==> src/rtl/core/umrl_pkg.sv <==
// Shared types and constants for the quantized MAC and requantization block.
package umrl_pkg;

    localparam int ACC_W       = 48;
    localparam int BIAS_W      = 32;
    localparam int TOTAL_W     = 49;
    localparam int PROD_W      = 18;
    localparam int Q_DEPTH     = 4;
    localparam int Q_PTR_W     = 2;
    localparam int Q_CNT_W     = 3;
    localparam int PENDING_MAX = 6;

    typedef enum logic [2:0] {
        REG_INPUT_ZP    = 3'd0,
        REG_WEIGHT_ZP   = 3'd1,
        REG_CONV_OUT_ZP = 3'd2,
        REG_ACT_OUT_ZP  = 3'd3,
        REG_CONV_MULT   = 3'd4,
        REG_NEG_MULT    = 3'd5
    } reg_index_t;

    typedef struct packed {
        logic [7:0]  input_zero_point;
        logic [7:0]  weight_zero_point;
        logic [7:0]  conv_out_zero_point;
        logic [7:0]  act_out_zero_point;
        logic [31:0] conv_multiplier;
        logic [31:0] negative_multiplier;
    } cfg_t;

    typedef struct packed {
        logic signed [ACC_W-1:0]  acc;
        logic signed [BIAS_W-1:0] bias;
    } pixel_t;

endpackage

==> src/rtl/core/umrl_cfg.sv <==
// Configuration register file.
module umrl_cfg (
    input  logic                clk,
    input  logic                rst_n,
    input  logic                cfg_we,
    input  logic [2:0]          cfg_index,
    input  logic [31:0]         cfg_data,
    output umrl_pkg::cfg_t      cfg
);

    umrl_pkg::cfg_t cfg_reg;

    always_ff @(posedge clk or negedge rst_n)
    begin
        if (!rst_n)
        begin
            cfg_reg.input_zero_point    <= 8'd0;
            cfg_reg.weight_zero_point   <= 8'd0;
            cfg_reg.conv_out_zero_point <= 8'd0;
            cfg_reg.act_out_zero_point  <= 8'd0;
            cfg_reg.conv_multiplier     <= 32'd16777216;
            cfg_reg.negative_multiplier <= 32'd6553;
        end
        else if (cfg_we)
        begin
            case (cfg_index)
                umrl_pkg::REG_INPUT_ZP:    cfg_reg.input_zero_point    <= cfg_data[7:0];
                umrl_pkg::REG_WEIGHT_ZP:   cfg_reg.weight_zero_point   <= cfg_data[7:0];
                umrl_pkg::REG_CONV_OUT_ZP: cfg_reg.conv_out_zero_point <= cfg_data[7:0];
                umrl_pkg::REG_ACT_OUT_ZP:  cfg_reg.act_out_zero_point  <= cfg_data[7:0];
                umrl_pkg::REG_CONV_MULT:   cfg_reg.conv_multiplier     <= cfg_data;
                umrl_pkg::REG_NEG_MULT:    cfg_reg.negative_multiplier <= cfg_data;
                default:
                begin
                end
            endcase
        end
    end

    assign cfg = cfg_reg;

endmodule

==> config.mk <==
export PLATFORM = sky130hd
export DESIGN_NAME = umrl_cfg
export DESIGN_NICKNAME = d
export VERILOG_FILES = /design/src/rtl/core/umrl_pkg.sv /design/src/rtl/core/umrl_cfg.sv
export SDC_FILE = /design/constraint.sdc
export NUM_CORES = 1
export LEC_CHECK = 0
export BUFFER_PORTS_ARGS = -buffer_cell sky130_fd_sc_hd__buf_4
export CAP_MARGIN = 20
export CORE_MARGIN = 1
export CORE_UTILIZATION = 49
export CTS_CLUSTER_SIZE = 40
export DETAILED_ROUTE_END_ITERATION = 12
export GPL_TIMING_DRIVEN = 1
export PLACE_DENSITY = 0.86
export SETUP_SLACK_MARGIN = 0.02
export SYNTH_ARGS = -nofsm -noshare
export SYNTH_HDL_FRONTEND = slang
export SYNTH_SLANG_ARGS = --single-unit
==> constraint.sdc <==
create_clock -name clk -period 0.9 [get_ports clk]
set_clock_uncertainty 0.1 [all_clocks]
set_input_delay 0.18 -clock clk [delete_from_list [all_inputs] [get_ports clk]]
set_output_delay 0.18 -clock clk [all_outputs]
set_load 0.02 [all_outputs]
Word-level counts from Yosys, hierarchy flattened
Cells that the tools add are included.

operators by class
  add/subtract/negate cells = 0
  $mul = 0
  divide/modulo/power cells = 0
  $lt $le $gt $ge = 0
  eq/ne operators = 5
  shift-type cells = 0
  mux-type cells = 0
  bitwise operators = 0
  reductions and logical operators = 7

operators by type and width
  operator            number
  $reduce_and 2->1    6
  $eq 3x2->1 const B  2
  $eq 3x3->1 const B  2
  $eq 3x1->1 const B  1
  $logic_not 3->1     1

word-level totals
  register bits after elaboration = 96
  bits in latches = 0
  memory bits (writable) = 0
  ROM bits = 0
  input port bits = 38
  output and inout bits = 96
  word-level logic and storage cells = 18
  memories kept = 0

Depth between registers and ports, before layout
  depth in word-level cells = 2
  mapped depth = 5
  mapped depth without buffers = 2

Worst setup path after synthesis
No wires, ideal clock.

  kind = in2reg
  start = input cfg_index[0]
  end = register cfg_reg, in the netlist cfg[33]
  setup time = 0.127 ns
  arrival time = 1.195 ns
  path slack = -0.523 ns
  cell stages on the path = 5
  path buffers = 3
  cells stage by stage = buf_2 -> nor4bb_1 -> buf_2 -> buf_6 -> mux2_1

on the way
  word-level cells in the longest chain between the ends = 2

ends and longest elaborated chain
  what                               RTL line        source
  start: declaration                 umrl_cfg.sv:6   input logic [2:0] cfg_index,
  $eq 3x3->1                         umrl_cfg.sv:26  case (cfg_index)
  $reduce_and 2->1 (no source line)  n/a
  end: declaration                   umrl_cfg.sv:11  umrl_pkg::cfg_t cfg_reg;

Every way passes these cells.
A chain may end at the register's enable or synchronous reset.

Final worst setup path
  start = register cfg_reg, in the netlist cfg[4]
  end = output cfg[4] in the netlist's numbering

RTL lines
  what              RTL line       source
  end: declaration  umrl_cfg.sv:8  output umrl_pkg::cfg_t cfg

No word-level cell between the ends.

==> flow_summary.yaml <==
clock_network:
  htreeDepth: 3
  clock-root-buffer: "clkbuf_8"
  tritoncts: "built"
  cts_sinks: 96
  worstSkewPairLatency_ns: 0.38
  cts_buffer_depth: 2
  cts_buffers: 9
  ctsHoldBuffers: 1
  path_clk_slew_ns: 0.11
logic_synthesis:
  yosys.area.top_type_share_pct: 60.6
  synth_cell_types: 9
  synth_area_mm2: 0.00363
  syn_nets: 246
  ys_seq_elements: 96
  seq_area_frac_synth_pct: 66.4
  synthCells: 208
  yosysWarnings: 0
  synth_top_area_cell: "dfrtp_1"
  yosys-top-cells-area: "dfrtp_1 61%, mux2_2 20%, mux2_1 9.3%, dfstp_2 5.8%, buf_2 0.96%"
  syn_avg_cell_area_um2: 17.5
setup_path:
  crit_type: "reg -> out"
  critical_path.top_delay_family: "flip-flops"
  slowest_stage: "dfstp_2"
  crit_buf_inv: 1
  startpoint_type: "flop"
  critPathMaxFanout: 2
  crit_path_end_kind: "output port"
  cp.required_ns: 0.62
  crit_arrival_ns: 1.08
  max_stage_delay_ns: 0.58
  crit_path_cell_trace: "buf_6"
cells_and_area:
  fill_cells: 196
  largest_reg_flops: 96
  n_antenna_cell: 0
  layout_commonest_cell: "buf_6"
  multiInputGateArea_mm2: 0.00151
  utilization_pct: 93.1
  nets: 482
  most-common-layout-cells: "113 x buf_6, 99 x buf_4, 88 x dfrtp_1"
  seqCellArea_mm2: 0.00241
  area_delta_synth_final_pct: 85.0
  drive_above_1_share_pct: 79.5
sta:
  setup_ws_ns: -0.455
  min_period_ns: 1.36
  post-route-period-util_pct: 151
  worstMarginPinSlew_ns: 0.312
  final-hold-violation-count: 59
  slew_headroom_pct: 79.2
  report.final.slew_viol_count: 0
  timing.fmax_mhz: 738
  setup_viol: 192
  rsz0062_at_grt: "yes"
  holdWs_ns: -0.0554
placement:
  place_hpwl_um: 6010
  dpl_worst_slack_ns: -0.674
  place.gp.congestion: 0.714
  port_buffers: 133
global_route:
  overflow: 0
  grt_use_total_pct: 34.1
  antenna_found_initial: 0
  grt_pass1_vias: 3199
  grt_max_degree: 25
  grt_first_pass_wirelength_um: 18600
floorplan:
  ioPinCount: 134
  die_w_um: 88.1
  row_count: 31
  die_h_um: 88.1
  fp.dieArea_mm2: 0.00776
  core_mm2: 0.00721
  initial_core_util_pct: 50.4
power:
  peakVddDrop_mv: 1.64
  leakage_nw: 3.37
  p_per_area_mw_per_mm2: 2440
detailed_routing:
  num_vias: 3055
  drt-initial-drc-count: 163
  viasPerCell: 5.57
  wl_um: 15300
  antenna_left: 0
  dr.pass1.iters: 4
  route.detailed.drc: 0
  wire_per_inst_um: 27.9
outcome:
  status: "finished with violations"
  violations: "negative hold slack, negative setup slack"
hold_path:
  hp-class: "in -> reg"
job:
  cap_viol_max_count: 0
## power breakdown
part | total, mW | internal, mW | leakage, nW | switching, mW
registers | 6.28 | 5.32 | 1.14 | 0.957
clock network | 3.19 | 1.46 | 0.107 | 1.73
logic | 6.93 | 4.11 | 2.12 | 2.82
## final timing paths
check                                 endpoint  slack [ns]  depth (start not counted)                 from
max                                     cfg[4]       -0.46                          1   cfg[4]$_DFFE_PN1P_
min                        cfg[17]$_DFFE_PN0P_       -0.06                          2         cfg_data[17]
max reg2reg                cfg[53]$_DFFE_PN0P_       -0.29                          3  cfg[53]$_DFFE_PN0P_
min reg2reg                cfg[26]$_DFFE_PN0P_        0.46                          1  cfg[26]$_DFFE_PN0P_
max in group asynchronous   cfg[7]$_DFFE_PN1P_        0.05                          3                rst_n
min in group asynchronous  cfg[25]$_DFFE_PN0P_        0.16                          2                rst_n
## cells in the mapped netlist
master	n
dfrtp_1	88
mux2_2	66
mux2_1	30
dfstp_2	8
buf_2	7
buf_6	3
nor4bb_1	3
nand4b_1	2
nor4b_4	1
## routing by layer
layer / part of all wire, % / vias to the layer above / track usage (%) / routed length [um]
li1: - / 1211 / - / -
met1: 35 / 1583 / 37.6 / 5410
met2: 53 / 197 / 59.7 / 8100
met3: 6.7 / 64 / 9.90 / 1030
met4: 5.1 / 0 / 17.9 / 778
met5: 0 / - / 0 / 0
## metrics by stage
step                      cells  cell area, um^2  power (mW)  setup TNS, ns  hold slack [ns]
final                       548             6720        16.4         -50.04          -0.0554
after detailed placement    444             5220        10.6         -52.14          -0.0425
after CTS                   521             6530        15.1         -45.03          -0.0542
after floorplan             208             3930        8.37         -37.30           -0.216
after global routing        548             6720        16.8         -52.37          -0.0617
after global placement      444             5220        10.4         -50.35          -0.0459
## timing repair
item	in CTS	in global routing
endpoints found under the hold margin	147	59
setup buffers	54	43
endpoints found under the setup margin	192	192
pin swaps	5	4
cloned	6	0
resized for setup	140	19
## logic make-up after synthesis
family	synth area share [%]
flops	66.4
buf+inv	1.89
mux	29.8
simple gates	1.96
## cell type report
cell class | count | share of cell area, %
Clock buffer | 12 | 2.31
Clock inverter | 4 | 0.782
Multi-Input combinational cell | 102 | 22.4
Sequential cell | 96 | 35.9
Tap cell | 99 | 1.84
Timing Repair Buffer | 235 | 36.8
Power figures use the tool's default switching activity.
