<file path="config.mk">
export PLATFORM = sky130hd
export DESIGN_NAME = umrl_queue
export DESIGN_NICKNAME = d
export VERILOG_FILES = /design/src/rtl/core/umrl_pkg.sv /design/src/rtl/core/umrl_queue.sv
export SDC_FILE = /design/constraint.sdc
export NUM_CORES = 1
export LEC_CHECK = 0
export ABC_AREA = 1
export ABC_CLOCK_PERIOD_IN_PS = 2950
export BUFFER_PORTS_ARGS = -buffer_cell sky130_fd_sc_hd__buf_2
export CORE_ASPECT_RATIO = 0.6
export CORE_MARGIN = 1
export CORE_UTILIZATION = 50
export CTS_CLUSTER_DIAMETER = 60
export DETAILED_ROUTE_END_ITERATION = 7
export PLACE_DENSITY_LB_ADDON = 0.2
export SYNTH_ARGS = -nofsm -noshare
export SYNTH_HDL_FRONTEND = slang
export SYNTH_SLANG_ARGS = --single-unit
</file>
<file path="constraint.sdc">
create_clock -name clk -period 2.95 [get_ports clk]
set_clock_uncertainty 0.1 [all_clocks]
set_input_delay 0.4425 -clock clk [delete_from_list [all_inputs] [get_ports clk]]
set_output_delay 0.4425 -clock clk [all_outputs]
set_load 0.03 [all_outputs]
</file>
<file path="src/rtl/core/umrl_pkg.sv">
// Shared types and constants for the quantized MAC and requantization block.
package umrl_pkg;

    localparam int ACC_W       = 48;
    localparam int BIAS_W      = 32;
    localparam int TOTAL_W     = 49;
    localparam int PROD_W      = 18;
    localparam int Q_DEPTH     = 4;
    localparam int Q_PTR_W     = 2;
    localparam int Q_CNT_W     = 3;
    localparam int PENDING_MAX = 6;

    typedef enum logic [2:0] {
        REG_INPUT_ZP    = 3'd0,
        REG_WEIGHT_ZP   = 3'd1,
        REG_CONV_OUT_ZP = 3'd2,
        REG_ACT_OUT_ZP  = 3'd3,
        REG_CONV_MULT   = 3'd4,
        REG_NEG_MULT    = 3'd5
    } reg_index_t;

    typedef struct packed {
        logic [7:0]  input_zero_point;
        logic [7:0]  weight_zero_point;
        logic [7:0]  conv_out_zero_point;
        logic [7:0]  act_out_zero_point;
        logic [31:0] conv_multiplier;
        logic [31:0] negative_multiplier;
    } cfg_t;

    typedef struct packed {
        logic signed [ACC_W-1:0]  acc;
        logic signed [BIAS_W-1:0] bias;
    } pixel_t;

endpackage

</file>
<file path="src/rtl/core/umrl_queue.sv">
// Short queue of finished accumulator sums between front and back end.
module umrl_queue (
    input  logic                                clk,
    input  logic                                rst_n,
    input  logic                                push,
    input  umrl_pkg::pixel_t                    push_data,
    input  logic                                pop,
    output umrl_pkg::pixel_t                    pop_data,
    output logic [umrl_pkg::Q_CNT_W-1:0]        count
);

    umrl_pkg::pixel_t                           entry_reg [umrl_pkg::Q_DEPTH];
    logic [umrl_pkg::Q_PTR_W-1:0]               wr_ptr_reg;
    logic [umrl_pkg::Q_PTR_W-1:0]               rd_ptr_reg;
    logic [umrl_pkg::Q_CNT_W-1:0]               count_reg;

    assign pop_data = entry_reg[rd_ptr_reg];
    assign count    = count_reg;

    always_ff @(posedge clk)
    begin
        if (push)
        begin
            entry_reg[wr_ptr_reg] <= push_data;
        end
    end

    always_ff @(posedge clk or negedge rst_n)
    begin
        if (!rst_n)
        begin
            wr_ptr_reg <= '0;
            rd_ptr_reg <= '0;
            count_reg  <= '0;
        end
        else
        begin
            if (push)
            begin
                wr_ptr_reg <= wr_ptr_reg + 1'b1;
            end
            if (pop)
            begin
                rd_ptr_reg <= rd_ptr_reg + 1'b1;
            end
            case ({push, pop})
                2'b10:   count_reg <= count_reg + 1'b1;
                2'b01:   count_reg <= count_reg - 1'b1;
                default: count_reg <= count_reg;
            endcase
        end
    end

endmodule

</file>
; After elaboration in Yosys (flattened, before gate mapping)
; Memories as Yosys holds them, arrays and structs flattened.
; Index checks and enable logic that the tools add are counted.
; Widths: inputs -> output; s select.
[word_totals]
memories = 1
mem_bits_rw = 320
output_inout_bits = 83
regBits = 7
wordCells = 14
[mem_list]
columns = name, words, width, read_ports, rd_ports_with_merged_regs, wr, line_no
row1 = entry_reg, 4, 80, 1, 0, 1, umrl_queue.sv:12  ; umrl_pkg::pixel_t entry_reg [umrl_pkg::Q_DEPTH];
[op_classes]
n_mux = 3
eq_ne = 2
n_reduce_logical = 1
add_sub_neg = 4
[op_table]
columns = cell, count
row1 = $pmux 3 s2, 1
row2 = $add 2x1->2 const B, 2
row3 = $add 3x1->3 const B, 1
row4 = $sub 3x1->3 const B, 1
row5 = $eq 2x1->1 const B, 1
row6 = $eq 2x2->1 const B, 1
row7 = $mux 1, 2
row8 = $reduce_bool 2->1, 1

; Longest topological paths before layout
[logic_depth]
ltp_word = 2
depth_mapped = 10
mapped_depth_nobuf = 9

; Least setup slack after synthesis
; Ideal clock, no wire load.
[synth_timing]
path_type = input-to-reg
from = in push
to = mem entry_reg[0][0] (netlist bit) (enable)
path_buffers = 1
stages = 3
t_arrival_ns = 2.311
setup_slack_ns = 0.105
cell_sequence = clkbuf_1 -> nand2_1 -> inv_1
[synth_via]
elab_chain_len = 2
[synth_lines]
columns = item, line_no
row1 = "start, declared", umrl_queue.sv:5  ; input logic push,
row2 = $mux 1, umrl_queue.sv:22  ; if (push)
row3 = $mux 1 (not written as such), umrl_queue.sv:24  ; entry_reg[wr_ptr_reg] <= push_data;
row4 = "end, declared", umrl_queue.sv:12
; No other way between the ends.

==> results.cfg <==
[clocking]
post_cts_buffers = 0
cts_tree = yes
clock_path_buffers = 3
clk_pin_slew_ps = 60
cts-buffers-inserted = 30
worst_skew_pair.late_latency_ps = 540
cts.sinks = 327
cts-resized-gates = 0
h-tree-depth = 1
hold_buffers = 59
cts-root-buf = clkbuf_16

[cells_and_area]
synthToLayoutAreaGrowth_pct = 19.1
final_cell_count_no_fill = 1586
largest_reg_flops = 320
mostFrequentLayoutCell = edfxtp_1
seq_area_sq_mm = 0.00979
drive_above_1_share = 0.263
fillers = 2084
fin_nets = 1291
multiInputGateArea_sq_mm = 0.00271
final_cell_mix = 320 x edfxtp_1, 241 x nand2_1, 169 x inv_1

[detailed_routing]
drc_errors = 0
drt_iter0_drc = 435
num_vias = 7779
vias_per_cell = 4.90
ant_nets = 0
wl_mm = 26.3
first_pass_iters = 4
routedWlPerCell_um = 16.6

[grt]
grt_pass1_vias = 7287
grt.overflow.total = 0
antenna_found_initial = 0
grt_usage = 0.188
grt_pass1_wl_mm = 40.8
grt_max_degree = 81

[placed_design]
dp.final_hpwl_mm = 14.8
portBuffers = 166
place_inst = 1470
place_ws_ps = 741
finalWeightedCongestion = 0.731

[hold_path]
min_path_type = primary input to flip-flop

[synth]
synth_area_per_cell_sq_um = 13.9
synth.cell_area_sq_mm = 0.0136
ys_seq_elements = 327
seq_area_frac_synth = 0.718
synth.largest_area_cell = edfxtp_1
syn_inst = 980
synth_warnings = 0
netlist.area_leader.share = 0.705
synth_nets = 1070
ys_top_cells_by_area = edfxtp_1 71%, o211ai_2 7.3%, nand2_1 6.6%, inv_1 4.8%, o211ai_1 4.4%
synth.distinct_cells = 20

[critical_path]
max_stage_delay_ps = 830
worst_path_most_repeated_cell = nand2_1
critPathCaptureType = output pin
crit_type = flip-flop to output pin
cp.arrival_ps = 2250
slowest_stage = dfrtp_4
cp_top_family = flip-flops
critical_path_buf_inv_count = 2
worst-path-max-fanout = 64
crit_chain = buf_12 > nand2_1 > o211ai_2 > nand2_1 > buf_2
worstPathRequired_ps = 2410
startpoint_type = flip-flop

[power_and_ir_drop]
p_clk_frac = 0.220
intPower_mw = 10.2
seqPwrFrac = 0.376
combPwrFrac = 0.405
power_density_mw_per_mm2 = 1060
ir_drop_mv = 0.804
power_switching_mw = 6.88
leakage_nw = 6.57
switching_share = 0.402

[floorplan]
die_h_um = 130
initial_core_util = 0.512
coreArea_sq_mm = 0.0266
die_width_um = 215
dieArea_sq_mm = 0.0279
rows = 46
pin_count = 167

[sta]
maxClockFrequency_ghz = 0.358
layout_setup_ws_ps = 154
rsz0062_at_grt = no
finalSetupTns_ps = 0
whs_ps = 20.9
worst_slew_pin_slew_ps = 691
setup_viol = 0
max-slew-margin-rel = 0.539
fin_crit_sh = 0.948
timing_hold_violations_final = 0
maxSlewViolCount = 0
period_needed_ps = 2800

[status]
status = finished, final reports clean

[flow_run]
cap_violations = 0
-- routing by layer --
metal  share of wire  global-route usage  wire (um)
met3           0.056              0.0408       1480
met1            0.46               0.266      12100
met4           0.015              0.0413        402
met5               0                   0          0
met2            0.47               0.303      12400
-- cell usage after synthesis --
cell	instances
buf_2	21
buf_6	29
buf_8	3
clkbuf_1	1
dfrtp_1	7
edfxtp_1	320
fa_1	1
ha_1	5
inv_1	173
inv_2	1
nand2_1	241
nand2_2	10
nand3_1	1
nand4_1	1
o211ai_1	80
o211ai_2	80
o21ai_0	1
o21ai_1	1
xnor2_1	1
xor2_1	3
-- metrics by stage --
stage	total power [mW]	area [sq um]	utilization
3_5_place_dp	13.5	14700	0.552
2_1_floorplan	11.8	13600	-
5_1_grt	18.1	16200	0.610
3_3_place_gp	13.4	14700	0.552
6_report	17.1	16200	0.610
4_1_cts	17.3	16200	0.610
-- power by group through the flow --
stage	Combinational [mW]	Clock (mW)	Sequential (mW)
floorplan	5.38	0	6.45
global placement	6.88	0	6.51
detailed placement	6.94	0	6.53
CTS	7.03	3.85	6.44
global route	7.51	4.03	6.51
finish	6.93	3.76	6.43
-- cells by family (layout without fill, tap and decap cells) --
logic type               after synthesis  count (layout)  share of synthesized area
flip-flops                           327             327                      0.718
AND/OR/NAND/NOR                      253             253                     0.0718
buffers and inverters                228             473                     0.0832
AO/OA/AOI/OAI                        162             162                      0.118
adder cells (fa/ha/maj)                6               6                    0.00606
XOR/XNOR                               4               4                    0.00257
other                                  0               1                          0
-- layout make-up --
| cell class | count | share of cell area |
|---|---|---|
| well taps | 360 | 0.0278 |
| multi-input cells | 425 | 0.167 |
| clock inverters | 13 | 0.00725 |
| repair buffers | 243 | 0.103 |
| diodes | 1 | 0.000154 |
| inverters | 174 | 0.0406 |
| clock buffers | 43 | 0.0512 |
| flip-flops and latches | 327 | 0.603 |
-- path summary, 6_finish.rpt --
kind,from,endpoint,slack (ps),cells after the start
worst min register to register,count[0],count[0],390,1
worst max register to register,wr_ptr_reg[0],entry_reg[3][56],970,5
worst max-delay path,rd_ptr_reg[0],pop_data[12],150,5
min in group asynchronous,rst_n,count[0],160,2
max in group asynchronous,rst_n,rd_ptr_reg[1],2410,2
worst min-delay path,push_data[70],entry_reg[2][70],20,1
-- worst reg2reg max path, stage by stage, from the launching register on --
cell	delay, ps
dfrtp_1	420
ha_1	160
nand2_1	60
clkinv_2	120
buf_4	450
buf_4	350
No activity file was read; power rests on OpenSTA's default activity.
