File: src/rtl/core/umrl_pkg.sv
// Shared types and constants for the quantized MAC and requantization block.
package umrl_pkg;

    localparam int ACC_W       = 48;
    localparam int BIAS_W      = 32;
    localparam int TOTAL_W     = 49;
    localparam int PROD_W      = 18;
    localparam int Q_DEPTH     = 4;
    localparam int Q_PTR_W     = 2;
    localparam int Q_CNT_W     = 3;
    localparam int PENDING_MAX = 6;

    typedef enum logic [2:0] {
        REG_INPUT_ZP    = 3'd0,
        REG_WEIGHT_ZP   = 3'd1,
        REG_CONV_OUT_ZP = 3'd2,
        REG_ACT_OUT_ZP  = 3'd3,
        REG_CONV_MULT   = 3'd4,
        REG_NEG_MULT    = 3'd5
    } reg_index_t;

    typedef struct packed {
        logic [7:0]  input_zero_point;
        logic [7:0]  weight_zero_point;
        logic [7:0]  conv_out_zero_point;
        logic [7:0]  act_out_zero_point;
        logic [31:0] conv_multiplier;
        logic [31:0] negative_multiplier;
    } cfg_t;

    typedef struct packed {
        logic signed [ACC_W-1:0]  acc;
        logic signed [BIAS_W-1:0] bias;
    } pixel_t;

endpackage

File: src/rtl/core/umrl_front.sv
// Front end: accepts byte pairs, multiplies and accumulates, hands finished pixels on.
module umrl_front (
    input  logic                                clk,
    input  logic                                rst_n,
    input  umrl_pkg::cfg_t                      cfg,
    input  logic                                in_valid,
    output logic                                in_ready,
    input  logic [7:0]                          activation_byte,
    input  logic [7:0]                          weight_byte,
    input  logic                                inside_image,
    input  logic signed [31:0]                  bias_word,
    input  logic                                last_pair,
    input  logic [umrl_pkg::Q_CNT_W-1:0]        q_count,
    output logic                                push,
    output umrl_pkg::pixel_t                    push_data
);

    logic signed [8:0]                          act_diff;
    logic signed [8:0]                          wgt_diff;
    logic signed [umrl_pkg::PROD_W-1:0]         prod;
    logic signed [umrl_pkg::PROD_W-1:0]         prod_reg;
    logic signed [umrl_pkg::BIAS_W-1:0]         bias_reg;
    logic                                       s1_valid_reg;
    logic                                       s1_last_reg;
    logic signed [umrl_pkg::ACC_W-1:0]          acc_reg;
    logic signed [umrl_pkg::ACC_W-1:0]          acc_next;
    logic [umrl_pkg::Q_CNT_W-1:0]               committed;

    assign act_diff = $signed({1'b0, activation_byte}) - $signed({1'b0, cfg.input_zero_point});
    assign wgt_diff = $signed({1'b0, weight_byte}) - $signed({1'b0, cfg.weight_zero_point});
    assign prod     = act_diff * wgt_diff;

    // A pixel in stage one still needs a queue slot, so it counts as taken.
    assign committed = q_count + {{(umrl_pkg::Q_CNT_W-1){1'b0}}, s1_valid_reg & s1_last_reg};
    assign in_ready  = committed < umrl_pkg::Q_CNT_W'(umrl_pkg::Q_DEPTH);

    assign acc_next = acc_reg
                    + {{(umrl_pkg::ACC_W-umrl_pkg::PROD_W){prod_reg[umrl_pkg::PROD_W-1]}},
                       prod_reg};

    assign push = s1_valid_reg & s1_last_reg;

    always_comb
    begin
        push_data.acc  = acc_next;
        push_data.bias = bias_reg;
    end

    always_ff @(posedge clk)
    begin
        if (in_valid && in_ready)
        begin
            prod_reg <= inside_image ? prod : '0;
            bias_reg <= bias_word;
        end
    end

    always_ff @(posedge clk or negedge rst_n)
    begin
        if (!rst_n)
        begin
            s1_valid_reg <= 1'b0;
            s1_last_reg  <= 1'b0;
            acc_reg      <= '0;
        end
        else
        begin
            s1_valid_reg <= in_valid & in_ready;
            if (in_valid && in_ready)
            begin
                s1_last_reg <= last_pair;
            end
            if (s1_valid_reg)
            begin
                acc_reg <= s1_last_reg ? '0 : acc_next;
            end
        end
    end

endmodule

File: config.mk
export PLATFORM = sky130hd
export DESIGN_NAME = umrl_front
export DESIGN_NICKNAME = d
export VERILOG_FILES = /design/src/rtl/core/umrl_pkg.sv /design/src/rtl/core/umrl_front.sv
export SDC_FILE = /design/constraint.sdc
export NUM_CORES = 1
export LEC_CHECK = 0
export BUFFER_PORTS_ARGS = -buffer_cell sky130_fd_sc_hd__buf_4
export CAP_MARGIN = 30
export CELL_PAD_IN_SITES_DETAIL_PLACEMENT = 1
export CELL_PAD_IN_SITES_GLOBAL_PLACEMENT = 2
export CORE_MARGIN = 3
export CORE_UTILIZATION = 37
export CTS_CLUSTER_DIAMETER = 40
export DETAILED_ROUTE_END_ITERATION = 10
export GPL_ROUTABILITY_DRIVEN = 1
export PLACE_DENSITY_LB_ADDON = 0.1
export SLEW_MARGIN = 20
export SYNTH_ARGS = -nofsm -noshare
export SYNTH_HDL_FRONTEND = slang
export SYNTH_SLANG_ARGS = --single-unit
File: constraint.sdc
create_clock -name clk -period 10.28 [get_ports clk]
set_input_delay 3.084 -clock clk [delete_from_list [all_inputs] [get_ports clk]]
set_output_delay 3.084 -clock clk [all_outputs]
set_load 0.02 [all_outputs]
==> After elaboration in Yosys (flattened, before gate mapping) <==
Cells that the tools add are included.
{ "op_classes": {"add_sub_neg": 4, "multipliers": 1, "order_cmp": 1, "n_mux": 1, "bitwise_logic": 2, "reduce_logical": 1} }
{ "op_table": {"columns": ["cell", "n"], "rows": [
  ["adder 48 bit", 1],
  ["2-to-1 mux 48 bit", 1],
  ["multiplier 9 x 9 -> 18 bit", 1],
  ["subtractor 8 x 8 -> 9 bit", 2],
  ["adder 3 x 1 -> 3 bit", 1],
  ["less-than comparator 3 bit, second input constant", 1],
  ["AND 1 bit", 2],
  ["logical AND 1 bit", 1]
]} }
{ "totals": {"register_bits": 100, "output_inout_bits": 82} }

==> Logic depth before layout (Yosys ltp) <==
Gate-level depths: netlist of run 1.
{ "depth": {"word_depth": 4, "depth_mapped": 31, "ltp_nobuf": 31} }

==> Worst setup path after synthesis of run 1 <==
OpenSTA, ideal clock, no wires.
{ "synth_path": {"path_type": "input to register", "startpoint": "input activation_byte[0]", "endpoint": "register prod_reg[17] (netlist name), data pin", "setup_ps": 147, "arrival_time_ps": 9502, "t_required_ps": 10133, "setup_slack_ps": 631, "stages": 31, "n_path_buf": 1, "cell_sequence": "inv_1 ha_1 inv_1 fa_1 a21o_1 a21oi_1 o21bai_1 a21oi_1 nor2b_1 o21ai_0 nand2b_1 clkbuf_1 or2_2 fa_1 inv_1 fa_1 fa_1 fa_1 inv_1 fa_1 inv_1 ha_1 o21ai_0 a21boi_0 o21ai_0 a21boi_0 o21ai_0 a21oi_1 a211oi_1 or3_1 a21oi_1"} }
{ "synth_via": {"elab_chain_len": 2} }
{ "synth_rtl": {"columns": ["element", "line", "source"], "rows": [
  ["start, declared", "umrl_front.sv:8", "input logic [7:0] activation_byte,"],
  ["subtractor 8 x 8 -> 9 bit", "umrl_front.sv:29", "assign act_diff = $signed({1'b0, activation_byte}) - $signed({1'b0, cfg.input_zero_point});"],
  ["multiplier 9 x 9 -> 18 bit", "umrl_front.sv:31", "assign prod = act_diff * wgt_diff;"],
  ["end signal, assigned", "umrl_front.sv:53", "prod_reg <= inside_image ? prod : '0;"],
  ["end, declared", "umrl_front.sv:21", "logic signed [umrl_pkg::PROD_W-1:0] prod_reg;"]
]} }
Every way passes these cells.
A chain may end at the register's enable or synchronous reset.

==> Worst setup path in the final report of run 1 <==
Ends and elaborated chain as after synthesis.

==> results.sh, run 1 <==
export IMPL_outcome="finished clean"
export IMPL_startpoint_to_endpoint_class_of_the_critical_path="in2reg"
export IMPL_cts_made_buffers=9
export IMPL_report_final_slew_viol_count=0
export IMPL_hold_buffers=0
export IMPL_clock_skew_ns=0.01495
export IMPL_post_route_cells_drive_above_1_share_pct=18.78
export IMPL_critical_path_arrival_ns=9.77
export IMPL_final_period_utilization_pct=93.12
export IMPL_initial_core_util_pct=37.92
export IMPL_ff2ff_path_depth=12
export IMPL_diode_count=0
export IMPL_cts_htree_levels=3
export IMPL_critical_path_max_stage_delay_ns=0.55
export IMPL_cts_repair_resize_count=0
export IMPL_min_delay_path_depth=1
export IMPL_postSynthRegisterBits=100
export IMPL_antenna_found_initial=0
export IMPL_synth_enable_flop_cells=50
export IMPL_grtUsageTotal_pct=17.78
export IMPL_post_drt_via_cell_ratio=5.083
export IMPL_global_route_wire_length_before_repair_um=41020
export IMPL_fillCellCount=2877
export IMPL_timing_critical_path_to_type="register"
export IMPL_postSynthNetCount=1283
export IMPL_async_reset_ff_share_pct=50.00
export IMPL_finalWeightedCongestion=0.8243
export IMPL_cp_required_ns=10.48
export IMPL_die_span_x_um=167.1
export IMPL_hold_path_class="reg2reg"
export IMPL_detail_route_wl_per_cell_um=16.82
export IMPL_fp_row_count=58
export IMPL_final_hold_violation_count=0
export IMPL_drc=0
export IMPL_yosysTopAreaCellShare_pct=15.64
export IMPL_largest_reg_flops=48
export IMPL_critPathMostFrequentCell="fa_1"
export IMPL_die_area_um2=27920
export IMPL_core_um2=25330
export IMPL_netlist_top_cells_count="inv_1, ha_1, fa_1"
export IMPL_setup_tns_final_ns=0
export IMPL_syn_to_final_growth_pct=19.30
export IMPL_first_iter_violations=316
export IMPL_critical_path_slowest_cell="fa_1"
export IMPL_largest_net_degree_at_the_start_of_global_routing=54
export IMPL_avgSynthCellArea_um2=10.04
export IMPL_most_area_consuming_cells_after_synthesis="edfxtp_1, fa_1, ha_1"
export IMPL_finalNetCount=1435
export IMPL_die_height_um=167.1
export IMPL_crit_fanout=3
export IMPL_worst_slew_margin_relative_to_its_limit_pct=39.68
export IMPL_synth_sequential_area_ratio_pct=28.66
export IMPL_cts_max_path_buffers=2
export IMPL_post_synth_instance_area_um2=9603
export IMPL_postSynth_topFlopCell="edfxtp_1"
export IMPL_setup_viol=0
export IMPL_cts_setup_buffers=0
export IMPL_grt_setup_unrepaired="false"
export IMPL_gr_total_overflow=0
export IMPL_cts_sink_count=100
export IMPL_length_of_the_first_detailed_routing_pass_in_iterations=4
export IMPL_synth_cell_type_count=68
export IMPL_ioPinCount=234
export IMPL_timing_worst_slew_pin_value_ns=0.9035
export IMPL_first_global_vias=8077
export IMPL_critical_path_startpoint_type="input port"
export IMPL_dr_total_vias=7335
export IMPL_hpwl_um=19700
export IMPL_root_buffer="clkbuf_16"
export IMPL_route_final_wire_length_um=24280
export IMPL_synthMostInstantiatedCell="inv_1"
export IMPL_placement_io_buffers=153
export IMPL_postSynthCellCount=956
export IMPL_number_of_nets_still_failing_antenna_checks_after_routing=0
export IMPL_worstSkewPairLatency_ns=0.36
export IMPL_timing_fmax_mhz=104.5
export IMPL_cell_type_with_the_largest_total_area_after_synthesis="edfxtp_1"
export IMPL_tritoncts="yes"
export IMPL_timing_max_cap_violations=0
export IMPL_path_clk_slew_ns=0.07
export IMPL_fin_crit_ns=9.572
export IMPL_yosys_warnings=0
[metrics by stage]
| stage | hold slack [ns] | util, % | setup WS (ns) | area, um^2 | std cells |
|---|---|---|---|---|---|
| floorplan | 0.4587 | - | 0.6310 | 9603 | 956 |
| global placement | 0.4732 | 44.08 | 0.2871 | 11160 | 1427 |
| detailed placement | 0.5019 | 44.08 | 0.2743 | 11160 | 1427 |
| CTS | 0.5212 | 45.23 | 0.6200 | 11460 | 1443 |
| global route | 0.5309 | 45.23 | 0.1302 | 11460 | 1443 |
| finish | 0.5148 | 45.23 | 0.7077 | 11460 | 1443 |
[layout by cell type, fill, tap and decap left out, types with 4 or more instances in the layout]
cell type	instances
a21boi_0	4
nand4_1	11
nor2_1	52
xor2_1	34
inv_1	118
and2_1	16
a31o_2	4
nand3_1	9
a31oi_1	7
o21a_1	6
buf_4	167
a21o_1	40
and3_1	7
fa_1	74
edfxtp_1	50
nor3_1	8
a21oi_1	46
nor2b_1	18
clkbuf_16	9
a22o_1	38
ha_1	101
nand2b_1	21
or3_1	4
o21bai_1	12
nand2_1	58
xnor2_1	47
a211oi_1	7
o21ai_0	30
dfrtp_1	50
[layer usage]
metal  share of wire (%)  GRT usage (%)
met1                  45          23.43
met2                  51          31.64
met3                 2.5          2.125
met4                 1.1          3.659
met5                   0              0
[cells by family (layout without fill, tap and decap cells)]
| kind of cell | count (synthesis) | in the layout | synth area share [%] |
|---|---|---|---|
| fa+ha+maj | 175 | 175 | 28.59 |
| mux | 1 | 1 | 0.1042 |
| xor+xnor | 81 | 81 | 7.388 |
| compound gates | 238 | 238 | 18.38 |
| flops | 100 | 100 | 28.66 |
| simple gates | 216 | 216 | 11.09 |
| buf+inv | 145 | 302 | 5.785 |
[path summary, 6_finish.rpt]
path,startpoint,endpoint,slack [ns]
worst max-delay path,activation_byte[0],prod_reg[17],0.71
min in group asynchronous,rst_n,acc_reg[19],2.77
worst min register to register,acc_reg[8],acc_reg[8],0.51
worst max register to register,prod_reg[0],acc_reg[44],6.91
worst min-delay path,acc_reg[8],acc_reg[8],0.51
max in group asynchronous,rst_n,acc_reg[45],7.02
[worst max-delay path, delay by kind of cell]
kind / cells / cell delay [ns]
adders and majority gates: 8 / 3.40
AOI/OAI and AO/OA: 13 / 2.07
and+or+nand+nor: 4 / 0.86
buffers and inverters: 6 / 0.36
[area by class of cell]
class	count	area, um^2	area share [%]
clock buffers	10	229.0	1.999
clock inverters	6	62.56	0.5461
inverters	119	446.7	3.899
multi-input cells	711	6299	54.98
flip-flops and latches	100	2753	24.03
well taps	330	412.9	3.604
repair buffers	167	1254	10.94
Power of run 1 is not shown: default switching activity piles up to over one toggle a cycle in this logic, so the estimate is an artifact.
==> run 2, diff against run 1 <==
- CORE_UTILIZATION: 37 -> 30
==> run 2 against run 1 <==
Effect of this change:
- routed wire length up 5.0%
- critical path depth unchanged
- via count down 0.72%
- flip-flop and latch count unchanged
- sequential share of layout area down 0.25 points
- non-clock buffer count unchanged
- clock skew up 0.0019 ns
- cell count up 4.6%
- utilization down 8.0 points
- highest routed layer unchanged
==> results.sh, run 2 (synthesized netlist as in run 1, its figures left out) <==
export IMPL_outcome="finished clean"
export IMPL_worst_r2r_startpoint="prod_reg[0]"
export IMPL_length_of_the_first_detailed_routing_pass_in_iterations=4
export IMPL_post_route_cells_drive_above_1_share_pct=19.05
export IMPL_timing_max_cap_violations=0
export IMPL_detail_route_wl_per_cell_um=16.89
export IMPL_antenna_found_initial=0
export IMPL_die_area_um2=34190
export IMPL_fp_row_count=64
export IMPL_critical_path_arrival_ns=9.77
export IMPL_cp_required_ns=10.39
export IMPL_fin_crit_ns=9.663
export IMPL_cts_max_path_buffers=2
export IMPL_startpoint="activation_byte[0]"
export IMPL_hold_path_class="reg2reg"
export IMPL_global_route_wire_length_before_repair_um=42070
export IMPL_report_final_slew_viol_count=0
export IMPL_critical_path_startpoint_type="input port"
export IMPL_root_buffer="clkbuf_16"
export IMPL_crit_fanout=3
export IMPL_clock_skew_ns=0.01688
export IMPL_final_hold_violation_count=0
export IMPL_die_span_x_um=184.9
export IMPL_largest_net_degree_at_the_start_of_global_routing=54
export IMPL_initial_core_util_pct=30.91
export IMPL_core_um2=31070
export IMPL_grt_setup_unrepaired="false"
export IMPL_most_common_layout_cells="buf_4, inv_1, ha_1"
export IMPL_worst_slew_margin_relative_to_its_limit_pct=49.86
export IMPL_die_height_um=184.9
export IMPL_cts_made_buffers=9
export IMPL_first_iter_violations=301
export IMPL_cts_sink_count=100
export IMPL_ioPinCount=234
export IMPL_hold_buffers=0
export IMPL_finalWeightedCongestion=0.7738
export IMPL_placement_io_buffers=153
export IMPL_hpwl_um=20640
export IMPL_drc=0
export IMPL_route_final_wire_length_um=25490
export IMPL_timing_hold_worst_start="acc_reg[44]"
export IMPL_first_global_vias=7928
export IMPL_number_of_nets_still_failing_antenna_checks_after_routing=0
export IMPL_critical_path_slowest_cell="fa_1"
export IMPL_critical_path_max_stage_delay_ns=0.54
export IMPL_setup_tns_final_ns=0
export IMPL_timing_critical_path_to_type="register"
export IMPL_path_clk_slew_ns=0.08
export IMPL_layout_commonest_cell="buf_4"
export IMPL_dr_total_vias=7282
export IMPL_final_period_utilization_pct=94.00
export IMPL_grtUsageTotal_pct=15.32
export IMPL_cts_htree_levels=3
export IMPL_largest_reg_flops=48
export IMPL_timing_fmax_mhz=103.5
export IMPL_tritoncts="yes"
export IMPL_worstSkewPairLatency_ns=0.37
export IMPL_gr_total_overflow=0
export IMPL_timing_worst_slew_pin_value_ns=0.7468
export IMPL_finalNetCount=1435
export IMPL_syn_to_final_growth_pct=20.53
export IMPL_setup_viol=0
export IMPL_diode_count=0
export IMPL_post_drt_via_cell_ratio=4.826
export IMPL_startpoint_to_endpoint_class_of_the_critical_path="in2reg"
run 2: layout make-up:
cell class | instances | area (um^2)
Fill cell | 3572 | 19490
Sequential cell | 100 | 2753
Inverter | 119 | 446.7
Tap cell | 396 | 495.5
Timing Repair Buffer | 167 | 1266
Clock inverter | 6 | 76.32
Clock buffer | 10 | 239.0
Multi-Input combinational cell | 711 | 6299
run 2: what timing repair did:
action	in CTS	in global routing
resized for setup	0	1
setup endpoints to repair	0	1
setup buffers	0	0
run 2: per-stage QoR:
| stage | setup WS (ns) | instance area, um^2 | hold slack [ns] | utilization (%) | instances |
|---|---|---|---|---|---|
| 4_1_cts | 0.4999 | 11550 | 0.5053 | 37.19 | 1508 |
| 3_5_place_dp | 0.1309 | 11240 | 0.4885 | 36.18 | 1492 |
| 3_3_place_gp | 0.2007 | 11240 | 0.4750 | 36.18 | 1492 |
| 2_1_floorplan | 0.6310 | 9603 | 0.4587 | - | 956 |
| 5_1_grt | 0.03707 | 11570 | 0.5216 | 37.25 | 1509 |
| 6_report | 0.6173 | 11570 | 0.5048 | 37.25 | 1509 |
run 2: path summary, 6_finish.rpt:
kind | endpoint | slack [ns] | cells after the start
min in group asynchronous | acc_reg[19] | 2.75 | 1
hold reg to reg | acc_reg[44] | 0.50 | 1
setup reg to reg | acc_reg[40] | 6.84 | 12
max in group asynchronous | acc_reg[43] | 7.04 | 1
setup / recovery | prod_reg[16] | 0.62 | 31
hold / removal | acc_reg[44] | 0.50 | 1
run 2: per-layer routing:
metal	part of all wire, %	track usage [%]	wire length (um)
met5	0	0	0
met2	50	26.14	12640
met4	1.1	3.061	275
met3	3.2	2.474	818
met1	46	20.65	11760
run 2: critical path, delay by kind of cell:
kind | cells | cell delay [ns]
buffers and inverters | 7 | 0.44
AO/OA/AOI/OAI | 11 | 2.03
adder cells (fa/ha/maj) | 8 | 3.41
XOR/XNOR | 1 | 0.21
AND/OR/NAND/NOR | 4 | 0.57
Power of run 2 is left out for the same reason.
==> run 3, diff against run 2 <==
- MAX_ROUTING_LAYER: not set -> met4
- REMOVE_ABC_BUFFERS: not set -> 1
==> run 3 against run 2 <==
Effect of this change:
- critical path type unchanged
- clock skew down 0.0073 ns
- utilization about the same
- sequential share of layout area about the same
- count of clock-buffer cells in the layout unchanged
- via count up 0.62%
- non-clock buffer count up 2
- critical path depth unchanged
- maximum frequency about the same
- first-iteration DRC count down 16%
- setup slack worse by 0.0056 ns
- final area down 0.13%
==> results.sh, run 3 (synthesized netlist as in run 1, its figures left out) <==
export IMPL_route_final_wire_length_um=25450
export IMPL_die_span_x_um=184.9
export IMPL_length_of_the_first_detailed_routing_pass_in_iterations=4
export IMPL_placement_io_buffers=153
export IMPL_hold_path_class="reg2reg"
export IMPL_whs_ns=0.5046
export IMPL_setup_viol=0
export IMPL_ioPinCount=234
export IMPL_core_um2=31070
export IMPL_fp_row_count=64
export IMPL_drc=0
export IMPL_dr_total_vias=7327
export IMPL_cts_sink_count=100
export IMPL_finalWeightedCongestion=0.8021
export IMPL_most_common_layout_cells="buf_4, inv_1, ha_1"
export IMPL_global_route_wire_length_before_repair_um=41410
export IMPL_timing_max_cap_violations=0
export IMPL_timing_fmax_mhz=103.4
export IMPL_largest_net_degree_at_the_start_of_global_routing=54
export IMPL_tritoncts="yes"
export IMPL_critical_path_startpoint_type="input port"
export IMPL_critical_path_max_stage_delay_ns=0.56
export IMPL_die_area_um2=34190
export IMPL_setup_tns_final_ns=0
export IMPL_cts_made_buffers=9
export IMPL_crit_fanout=3
export IMPL_cts_htree_levels=3
export IMPL_initial_core_util_pct=30.91
export IMPL_first_iter_violations=253
export IMPL_outcome="finished clean"
export IMPL_worst_slew_margin_relative_to_its_limit_pct=38.62
export IMPL_critical_path_slowest_cell="fa_1"
export IMPL_worstSkewPairLatency_ns=0.36
export IMPL_timing_worst_slew_pin_value_ns=0.9197
export IMPL_detail_route_wl_per_cell_um=16.84
export IMPL_cts_setup_buffers=0
export IMPL_clock_skew_ns=0.009616
export IMPL_diode_count=0
export IMPL_critical_path_arrival_ns=9.88
export IMPL_first_global_vias=7799
export IMPL_report_final_slew_viol_count=0
export IMPL_startpoint_to_endpoint_class_of_the_critical_path="in2reg"
export IMPL_final_period_utilization_pct=94.05
export IMPL_number_of_nets_still_failing_antenna_checks_after_routing=0
export IMPL_hpwl_um=20640
export IMPL_path_clk_slew_ns=0.07
export IMPL_antenna_found_initial=0
export IMPL_grtUsageTotal_pct=15.55
export IMPL_post_drt_via_cell_ratio=4.849
export IMPL_fin_crit_ns=9.668
export IMPL_multi_input_area_um2=6306
export IMPL_root_buffer="clkbuf_16"
export IMPL_critPathMostFrequentCell="fa_1"
export IMPL_cts_max_path_buffers=2
export IMPL_final_hold_violation_count=0
export IMPL_layout_commonest_cell="buf_4"
export IMPL_timing_critical_path_to_type="register"
export IMPL_fillCellCount=3581
export IMPL_seqCellArea_um2=2753
export IMPL_syn_to_final_growth_pct=20.38
export IMPL_post_route_cells_drive_above_1_share_pct=19.28
export IMPL_largest_reg_flops=48
export IMPL_cp_required_ns=10.49
export IMPL_die_height_um=184.9
export IMPL_finalNetCount=1437
export IMPL_gr_total_overflow=0
[run 3: cell count changes in the layout (fill, tap and decap cells not counted), sizes merged]
cell,delta
bufinv,-1
buf,+2
clkinvlp,+1
[run 3: layer usage]
layer	wire (um)	GRT usage (%)	part of all wire (%)
met4	196	2.941	0.77
met5	0	-	0
met3	665	1.984	2.6
met2	12410	25.97	49
met1	12180	20.51	48
[run 3: final cells by class]
| type | instances | share of cell area (%) |
|---|---|---|
| Clock buffer | 10 | 2.067 |
| Clock inverter | 6 | 0.4438 |
| Inverter | 119 | 3.864 |
| Multi-Input combinational cell | 711 | 54.55 |
| Sequential cell | 100 | 23.81 |
| Tap cell | 396 | 4.286 |
| Timing Repair Buffer | 169 | 10.98 |
[run 3: metrics by stage]
stage | instance area [um^2] | setup WS (ns) | cells | util (%)
global route | 11560 | -0.01851 | 1511 | 37.21
global placement | 11260 | 0.2400 | 1495 | 36.25
detailed placement | 11260 | 0.1704 | 1495 | 36.25
CTS | 11550 | 0.5460 | 1511 | 37.18
finish | 11560 | 0.6117 | 1511 | 37.21
floorplan | 9494 | 0.6786 | 930 | -
[run 3: worst max-delay path: cells and delay by family]
family / cells / cell delay, ns
buf+inv: 6 / 0.35
simple gates: 4 / 0.91
compound gates: 13 / 2.13
fa+ha+maj: 8 / 3.41
[run 3: worst paths after layout]
path	startpoint	endpoint	slack, ns	depth (start not counted)
max	activation_byte[0]	prod_reg[17]	0.61	31
min	acc_reg[44]	acc_reg[44]	0.50	1
max in group asynchronous	rst_n	acc_reg[44]	7.01	1
min in group asynchronous	rst_n	acc_reg[7]	2.78	1
max reg2reg	prod_reg[17]	acc_reg[44]	6.69	11
min reg2reg	acc_reg[44]	acc_reg[44]	0.50	1
[run 3: what timing repair did]
action,in CTS,in global routing
endpoints found under the hold margin,0,0
setup endpoints to repair,0,1
resized for setup,0,1
hold buffers,0,0
Power of run 3 is left out for the same reason.
